## src/rtl/dkat_pkg.sv

```systemverilog
package dkat_pkg;

	localparam int MAX_ENTRIES_DEF = 64;

	localparam int DAY_W     = 5;
	localparam int MONTH_W   = 4;
	localparam int YEAR_W    = 12;
	localparam int HOURS_W   = 8;
	localparam int KEY_W     = 21;
	localparam int TOTAL_W   = 16;
	localparam int ECOUNT_W  = 7;
	localparam int STATUS_W  = 3;

	localparam int MONTH_MULT = 31;
	localparam int MONTHS     = 12;
	localparam int YEAR_MULT  = MONTH_MULT * MONTHS;

	localparam logic [TOTAL_W-1:0] TOTAL_MAX = '1;

	localparam logic REQ_ADD    = 1'b0;
	localparam logic REQ_SEARCH = 1'b1;

	localparam logic [STATUS_W-1:0] STAT_MERGED  = 3'd0;
	localparam logic [STATUS_W-1:0] STAT_APPEND  = 3'd1;
	localparam logic [STATUS_W-1:0] STAT_FULL    = 3'd2;
	localparam logic [STATUS_W-1:0] STAT_HIT     = 3'd3;
	localparam logic [STATUS_W-1:0] STAT_MISS    = 3'd4;

	typedef struct packed {
		logic               just;
		logic [TOTAL_W-1:0] hours;
		logic [KEY_W-1:0]   key;
	} rec_t;

	typedef enum logic [2:0] {
		ST_IDLE   = 3'b001,
		ST_SCAN   = 3'b010,
		ST_FINISH = 3'b100
	} state_t;

	function automatic logic [KEY_W-1:0] date_key(
		input logic [DAY_W-1:0]   d,
		input logic [MONTH_W-1:0] m,
		input logic [YEAR_W-1:0]  y
	);
		logic [KEY_W-1:0] mk;
		logic [KEY_W-1:0] yk;
		mk = KEY_W'(m) * KEY_W'(MONTH_MULT);
		yk = KEY_W'(y) * KEY_W'(YEAR_MULT);
		return KEY_W'(d) + mk + yk;
	endfunction

endpackage

```

## src/rtl/dkat_ram.sv

```systemverilog
module dkat_ram #(
	parameter int WIDTH = 38,
	parameter int DEPTH = 64,
	localparam int AW = (DEPTH > 1) ? $clog2(DEPTH) : 1
) (
	input  logic             clk,
	input  logic             we,
	input  logic [AW-1:0]    waddr,
	input  logic [WIDTH-1:0] wdata,
	input  logic             re,
	input  logic [AW-1:0]    raddr,
	output logic [WIDTH-1:0] rdata
);

	logic [WIDTH-1:0] mem [DEPTH];

	always_ff @(posedge clk) begin
		if (we) begin
			mem[waddr] <= wdata;
		end
		if (re) begin
			rdata <= mem[raddr];
		end
	end

endmodule

```

## src/rtl/date_keyed_accumulate_table.sv

```systemverilog
// The result is valid once the key scan ends: the scan stops early on a hit,
// and an empty table skips the scan and goes straight to the result.
// One request at a time: the next request is taken only after the result is issued,
// held back by the key scan through the single read port of the
// record memory, one stored key per cycle, plus any result stall.
// Reset: arst_n clears the record count and control at once; memory contents
// are left as they are and only entries below the count are ever read.
module date_keyed_accumulate_table #(
	parameter int MAX_ENTRIES = dkat_pkg::MAX_ENTRIES_DEF,
	localparam int AW = (MAX_ENTRIES > 1) ? $clog2(MAX_ENTRIES) : 1,
	localparam int CW = $clog2(MAX_ENTRIES + 1)
) (
	input  logic        clk,
	input  logic        arst_n,
	input  logic        s_tvalid,
	output logic        s_tready,
	input  logic [31:0] s_tdata,   // day, month, year, hours, justified, zero pad
	input  logic        s_tuser,   // req_type
	output logic        m_tvalid,
	input  logic        m_tready,
	output logic [23:0] m_tdata,   // hours_total, justified_out, entry_count
	output logic [2:0]  m_tuser    // status
);

	localparam int RW = $bits(dkat_pkg::rec_t);

	dkat_pkg::state_t state_q;

	logic [CW-1:0] count_q;
	logic [CW-1:0] issue_idx_q;
	logic [CW-1:0] cmp_idx_s1;
	logic          rd_vld_s1;

	logic                          req_q;
	logic [dkat_pkg::KEY_W-1:0]    key_q;
	logic [dkat_pkg::HOURS_W-1:0]  hours_q;
	logic                          just_q;
	logic                          hit_q;
	logic [AW-1:0]                 at_q;
	dkat_pkg::rec_t                hit_rec_q;

	logic                              m_tvalid_q;
	logic [dkat_pkg::STATUS_W-1:0]     out_status_q;
	logic [dkat_pkg::TOTAL_W-1:0]      out_total_q;
	logic                              out_just_q;
	logic [dkat_pkg::ECOUNT_W-1:0]     out_count_q;

	logic           rd_en;
	logic [RW-1:0]  rd_raw;
	dkat_pkg::rec_t rd_rec;
	logic           key_match;
	logic           scan_last;
	logic           scan_done;

	logic           wr_en;
	logic [AW-1:0]  wr_addr;
	dkat_pkg::rec_t wr_rec;

	logic                          out_free;
	logic [dkat_pkg::TOTAL_W:0]    sum_full;
	logic [dkat_pkg::TOTAL_W-1:0]  sum_sat;
	logic                          table_full;
	logic [dkat_pkg::STATUS_W-1:0] fin_status;
	logic [dkat_pkg::TOTAL_W-1:0]  fin_total;
	logic                          fin_just;
	logic [CW-1:0]                 fin_count;

	assign s_tready = (state_q == dkat_pkg::ST_IDLE);
	assign m_tvalid = m_tvalid_q;
	assign m_tuser  = out_status_q;
	assign m_tdata  = {out_count_q, out_just_q, out_total_q};

	assign rd_rec    = dkat_pkg::rec_t'(rd_raw);
	assign key_match = rd_vld_s1 && (rd_rec.key == key_q);
	assign scan_last = rd_vld_s1 && (CW'(cmp_idx_s1 + 1'b1) == count_q);
	assign scan_done = key_match || scan_last;
	assign rd_en     = (state_q == dkat_pkg::ST_SCAN) && !scan_done && (issue_idx_q < count_q);

	assign out_free   = !m_tvalid_q || m_tready;
	assign table_full = (count_q == CW'(MAX_ENTRIES));
	assign sum_full   = {1'b0, hit_rec_q.hours} + (dkat_pkg::TOTAL_W + 1)'(hours_q);
	assign sum_sat    = sum_full[dkat_pkg::TOTAL_W] ? dkat_pkg::TOTAL_MAX
	                                                : sum_full[dkat_pkg::TOTAL_W-1:0];

	always_comb begin
		wr_en      = 1'b0;
		wr_addr    = at_q;
		wr_rec     = hit_rec_q;
		fin_count  = count_q;
		fin_status = dkat_pkg::STAT_MISS;
		fin_total  = '0;
		fin_just   = 1'b0;
		priority if (req_q == dkat_pkg::REQ_SEARCH) begin
			if (hit_q) begin
				fin_status = dkat_pkg::STAT_HIT;
				fin_total  = hit_rec_q.hours;
				fin_just   = hit_rec_q.just;
			end
		end else if (hit_q) begin
			fin_status   = dkat_pkg::STAT_MERGED;
			wr_rec.hours = sum_sat;
			wr_rec.just  = hit_rec_q.just | just_q;
			fin_total    = sum_sat;
			fin_just     = hit_rec_q.just | just_q;
			wr_en        = 1'b1;
		end else if (table_full) begin
			fin_status = dkat_pkg::STAT_FULL;
		end else begin
			fin_status   = dkat_pkg::STAT_APPEND;
			wr_addr      = count_q[AW-1:0];
			wr_rec.key   = key_q;
			wr_rec.hours = dkat_pkg::TOTAL_W'(hours_q);
			wr_rec.just  = just_q;
			fin_total    = dkat_pkg::TOTAL_W'(hours_q);
			fin_just     = just_q;
			fin_count    = CW'(count_q + 1'b1);
			wr_en        = 1'b1;
		end
	end

	dkat_ram #(
		.WIDTH(RW),
		.DEPTH(MAX_ENTRIES)
	) u_ram (
		.clk  (clk),
		.we   (wr_en && (state_q == dkat_pkg::ST_FINISH) && out_free),
		.waddr(wr_addr),
		.wdata(wr_rec),
		.re   (rd_en),
		.raddr(issue_idx_q[AW-1:0]),
		.rdata(rd_raw)
	);

	always_ff @(posedge clk or negedge arst_n) begin
		if (!arst_n) begin
			state_q     <= dkat_pkg::ST_IDLE;
			count_q     <= '0;
			issue_idx_q <= '0;
			rd_vld_s1   <= 1'b0;
			m_tvalid_q  <= 1'b0;
		end else begin
			rd_vld_s1 <= rd_en;
			if (state_q == dkat_pkg::ST_FINISH && out_free) begin
				m_tvalid_q <= 1'b1;
			end else if (m_tready) begin
				m_tvalid_q <= 1'b0;
			end
			unique case (state_q)
				dkat_pkg::ST_IDLE: begin
					issue_idx_q <= '0;
					if (s_tvalid) begin
						state_q <= (count_q == '0) ? dkat_pkg::ST_FINISH : dkat_pkg::ST_SCAN;
					end
				end
				dkat_pkg::ST_SCAN: begin
					if (rd_en) begin
						issue_idx_q <= CW'(issue_idx_q + 1'b1);
					end
					if (scan_done) begin
						state_q <= dkat_pkg::ST_FINISH;
					end
				end
				dkat_pkg::ST_FINISH: begin
					if (out_free) begin
						count_q <= fin_count;
						state_q <= dkat_pkg::ST_IDLE;
					end
				end
				default: begin
					state_q <= dkat_pkg::ST_IDLE;
				end
			endcase
		end
	end

	always_ff @(posedge clk) begin
		cmp_idx_s1 <= issue_idx_q;
		if (state_q == dkat_pkg::ST_IDLE && s_tvalid) begin
			req_q   <= s_tuser;
			key_q   <= dkat_pkg::date_key(s_tdata[4:0], s_tdata[8:5], s_tdata[20:9]);
			hours_q <= s_tdata[28:21];
			just_q  <= s_tdata[29];
			hit_q   <= 1'b0;
		end
		if (state_q == dkat_pkg::ST_SCAN && scan_done) begin
			hit_q     <= key_match;
			at_q      <= cmp_idx_s1[AW-1:0];
			hit_rec_q <= rd_rec;
		end
		if (state_q == dkat_pkg::ST_FINISH && out_free) begin
			out_status_q <= fin_status;
			out_total_q  <= fin_total;
			out_just_q   <= fin_just;
			out_count_q  <= dkat_pkg::ECOUNT_W'(fin_count);
		end
	end

`ifndef ASSERT_OFF
	a_count_bound: assert property (@(posedge clk) disable iff (!arst_n)
		count_q <= CW'(MAX_ENTRIES))
		else $error("record count above table size");

	a_count_append: assert property (@(posedge clk) disable iff (!arst_n)
		count_q != $past(count_q) |-> m_tvalid && m_tuser == dkat_pkg::STAT_APPEND)
		else $error("record count moved without an append result");

	a_scan_index: assert property (@(posedge clk) disable iff (!arst_n)
		(state_q == dkat_pkg::ST_SCAN && rd_vld_s1) |-> cmp_idx_s1 < count_q)
		else $error("scan compared an entry beyond the record count");

	a_full_drop: assert property (@(posedge clk) disable iff (!arst_n)
		(m_tvalid && m_tuser == dkat_pkg::STAT_FULL) |-> count_q == CW'(MAX_ENTRIES))
		else $error("full reported with room left");
`endif

endmodule
```

## config.mk

```make
export PLATFORM = sky130hd
export DESIGN_NAME = date_keyed_accumulate_table
export DESIGN_NICKNAME = d
export VERILOG_FILES = /design/src/rtl/dkat_pkg.sv /design/src/rtl/dkat_ram.sv /design/src/rtl/date_keyed_accumulate_table.sv
export SDC_FILE = /design/constraint.sdc
export NUM_CORES = 2
export LEC_CHECK = 0
export BUFFER_PORTS_ARGS = -buffer_cell sky130_fd_sc_hd__clkbuf_2
export CAP_MARGIN = 20
export CORE_MARGIN = 2
export CORE_UTILIZATION = 30
export CTS_CLUSTER_SIZE = 24
export DETAILED_ROUTE_END_ITERATION = 10
export PLACE_DENSITY = 0.44
export SYNTH_ARGS = -nofsm -noshare
export SYNTH_HDL_FRONTEND = slang
export SYNTH_SLANG_ARGS = --single-unit
```

## constraint.sdc

```tcl
create_clock -name clk -period 7.8 [get_ports clk]
set_clock_uncertainty 0.1 [all_clocks]
set_input_delay 1.17 -clock clk [delete_from_list [all_inputs] [get_ports clk]]
set_output_delay 1.17 -clock clk [all_outputs]
set_load 0.05 [all_outputs]
```

==> impl_results.md <==
* Minimum clock period at 5.512 ns
* Initial DRC Count at 4,690
* Slew @ Worst Pin at 1.137 ns
* Cell Pwr Density at 299.2 nW/um2
* Post-CTS setup buffers at 0
* Core Util, Final at 0.3492
* Critical Path Source: req_q$_DFFE_PP_
* Met3 Use GR at 0.02870
* Crit path to: u_ram.mem[34][16]$_DFFE_PP_
* RR Startpoint: req_q$_DFFE_PP_
* RR Endpoint: u_ram.mem[34][16]$_DFFE_PP_
* CTS H-tree depth at 5
* Worst Hold Class: primary input to asynchronous set/reset pin
* TritonCTS clock tree: done
* Routed wire length at 295.4 mm
* Chip Width at 588.4 um
* Cell variety after synth at 65
* Syn nets at 4,593
* Met1 usage at 0.2339
* Num rows at 214
* TritonRoute pass-1 iters at 5
* Depth of the most critical reg-to-reg path at 10
* Die ar. at 346,200 um2
* Final GP Congestion at 0.7675
* Rel. slew slack at 0.2400
* DP HPWL at 162.8 mm
* Global-route wire length before repair at 410.7 mm
* Share of cells above drive strength 1 at 0.3076
* Area Overhead vs Synth at 15.81%
* Hold slack at 0.1778 ns
* Clock tree buffer depth at 4
* GR Overflow Total at 0
* WP data required at 8.17 ns
* Pre-CTS setup slack at 1.678 ns
* Clock Tree Root: clkbuf_16
* CTS hold repair buffers at 0
* Flop and latch count out of synthesis at 2,599
* CTS buffer count at 287
* Setup violators final at 0
* Final worst slack at 2.288 ns
* Top FF cell, synth: edfxtp_1
* Register area at 77,900 um2
* Worst setup EP type: flop
* Overall routing resource usage at 0.1691
* # port buffers at 63
* Clock Latency Late Sink at 0.87 ns
* Yosys warns at 0
* Post-route cell area at 118,600 um2
* GR peak layer: met2
* Area of the multi-input gates at 23,870 um2
* Setup_tns at 0 ns
* IO Pins at 66
* Setup CP Type: flop to flop
* Via count at 47,651
* Sequential share of the synthesized area at 0.7602
* Initial Utilization at 0.3015
* Vias in the first global route at 49,847
* Routed WL per cell at 31.10 um
* Clock-pin transition on the worst setup and hold timing paths at 0.06 ns
* Vias per cell at 5.016
* CTS resizes at 0
* Synthesized area at 102,400 um2
* Post-synth ARST share at 0.007311
* Status: completed
* Clk sink count at 2,599
* Die Y at 588.4 um
* Fillers at 31,304
* Max Slew Vio Count at 0
* DRC viols at 0
* Max Freq at 181.4 MHz
* Startpoint Class: flop
* Tcrit/Tclk final at 0.7066
* Gate count of the mapped netlist at 4,426
* Post-Syn Area per Cell at 23.15 um2
* Met2 Use GR at 0.2811
* Critical Path Fanout Max at 29
* Largest net degree at the start of global routing at 107
* Max cap viols at 0
* Arr. time, crit path at 5.88 ns
* Antenna Nets Post-Route at 0
* Nets at 4,906
* Hold violation total from the final report at 0
* Placed instance area at 109,700 um2
* Placeable Area at 339,800 um2
* IR Drop Worst-Case VDD at 0.2026 mV
* Antenna violations before repair at 18
* RSZ-0062 raised after global routing: false
* Leakage at 0.03592 uW
* R2r setup slk at 2.29 ns
* Number of flops mapped to enable cells by yosys at 2,573
-- sequential cells by signal, summed over array words and instances (netlist names) --
signal,cells
u_ram.rdata,38
hours_q,8
req_q,1
issue_idx_q,7
just_q,1
rd_vld_s1,1
cmp_idx_s1,7
hit_rec_q,38
at_q,6
m_tuser,3
out_just_q,1
out_total_q,16
u_ram.mem,2432
out_count_q,7
state_q,3
hit_q,1
key_q,21
m_tvalid,1
count_q,7
-- report_power, final --
| group | internal, uW | switching, uW | leakage (uW) | total [uW] |
|---|---|---|---|---|
| Combinational | 2190 | 3540 | 0.00807 | 5720 |
| Clock | 7440 | 5540 | 0.00432 | 13000 |
| Sequential | 16600 | 226 | 0.0235 | 16800 |
-- worst min-delay path by stage --
stage,start,endpoint,slack (ns)
3_5_place_dp,u_ram.rdata[27]$_DFFE_PP_,hit_rec_q[27]$_DFFE_PP_,0.30
6_report,arst_n,count_q[4]$_DFFE_PN0P_,0.18
4_1_cts,arst_n,count_q[4]$_DFFE_PN0P_,0.13
2_1_floorplan,issue_idx_q[3]$_DFFE_PN0P_,cmp_idx_s1[3]$_DFF_P_,0.27
5_1_grt,arst_n,count_q[4]$_DFFE_PN0P_,0.18
3_3_place_gp,u_ram.rdata[33]$_DFFE_PP_,hit_rec_q[33]$_DFFE_PP_,0.30
-- per-stage QoR --
| step | cells | total power, uW |
|---|---|---|
| floorplan | 4426 | 20850 |
| global placement | 8977 | 22820 |
| detailed placement | 8978 | 22910 |
| CTS | 9486 | 35980 |
| global route | 9497 | 36880 |
| finish | 9499 | 35500 |
-- layer usage --
metal / wire, um / up-vias
li1: - / 19379
met1: 129100 / 26637
met2: 144800 / 1287
met3: 16120 / 348
met4: 5468 / 0
met5: 0 / -
-- cell usage after synthesis (4+ instances only) --
cell	instances	area (um2)
a22o_1	5	43.79
nand3b_1	4	30.03
inv_1	102	382.9
o31ai_1	7	52.55
mux4_2	798	17970
nand3_1	28	140.1
nand2_1	142	533.0
nor2_1	106	397.9
o21ai_0	36	180.2
and3_1	7	43.79
and2_1	6	37.54
edfxtp_1	2573	77260
nor2b_1	13	81.33
o221ai_1	6	52.55
buf_1	21	78.83
xnor2_1	58	508.0
a31oi_1	4	25.02
nor3_1	9	45.04
buf_2	63	315.3
nand2b_1	11	68.82
nand4_1	11	68.82
ha_1	89	1114
dfxtp_1	7	140.1
o21a_1	5	37.54
xor2_1	14	122.6
a21o_1	21	157.7
o311a_1	4	40.04
clkbuf_1	112	420.4
buf_6	6	67.56
a21oi_1	31	155.2
dfrtp_1	18	450.4
mux2i_1	7	70.07
fa_1	41	820.8
-- cells in the final DEF (no fill, tap or decap), drive strengths merged, types with 15 or more instances in the layout --
cell type and count:
a21o 21, bufinv 15, nor2 106, nand3 28, ha 89, inv 110
clkinv 123, nand2 142, mux4 798, xnor2 58, a21oi 32, edfxtp 2573
o21ai 38, buf 166, fa 41, clkbuf 416, dfrtp 18
-- worst max-delay path, cell delays in order, from the launching register on --
cell and delay (ns):
edfxtp_1 0.71, inv_1 0.57, o21ai_2 0.10, buf_4 0.25, nor2_2 0.54, buf_4 0.37, nand3_1 0.13, o31ai_1 0.16
nand2_1 0.55, nor2_4 0.64, buf_4 0.86
-- cells by family after synthesis --
logic type                 Yosys count  synth area share
xor gates and xnor gates            72          0.006155
buffers and inverters              307           0.01257
adders and majority gates          130           0.01888
muxes                              806            0.1762
AOI/OAI and AO/OA                  158           0.01064
DFF                               2599            0.7602
and+or+nand+nor                    354           0.01534
-- final cells by class --
type                    count  area share
flip-flops and latches   2599      0.6566
diodes                      5   0.0001055
clock inverters           155     0.01001
multi-input cells        1520      0.2012
clock buffers             353     0.06424
inverters                 102    0.003227
repair buffers            229     0.01681
well taps                4536     0.04784
Note: power is estimated with default switching activity, not from simulation.
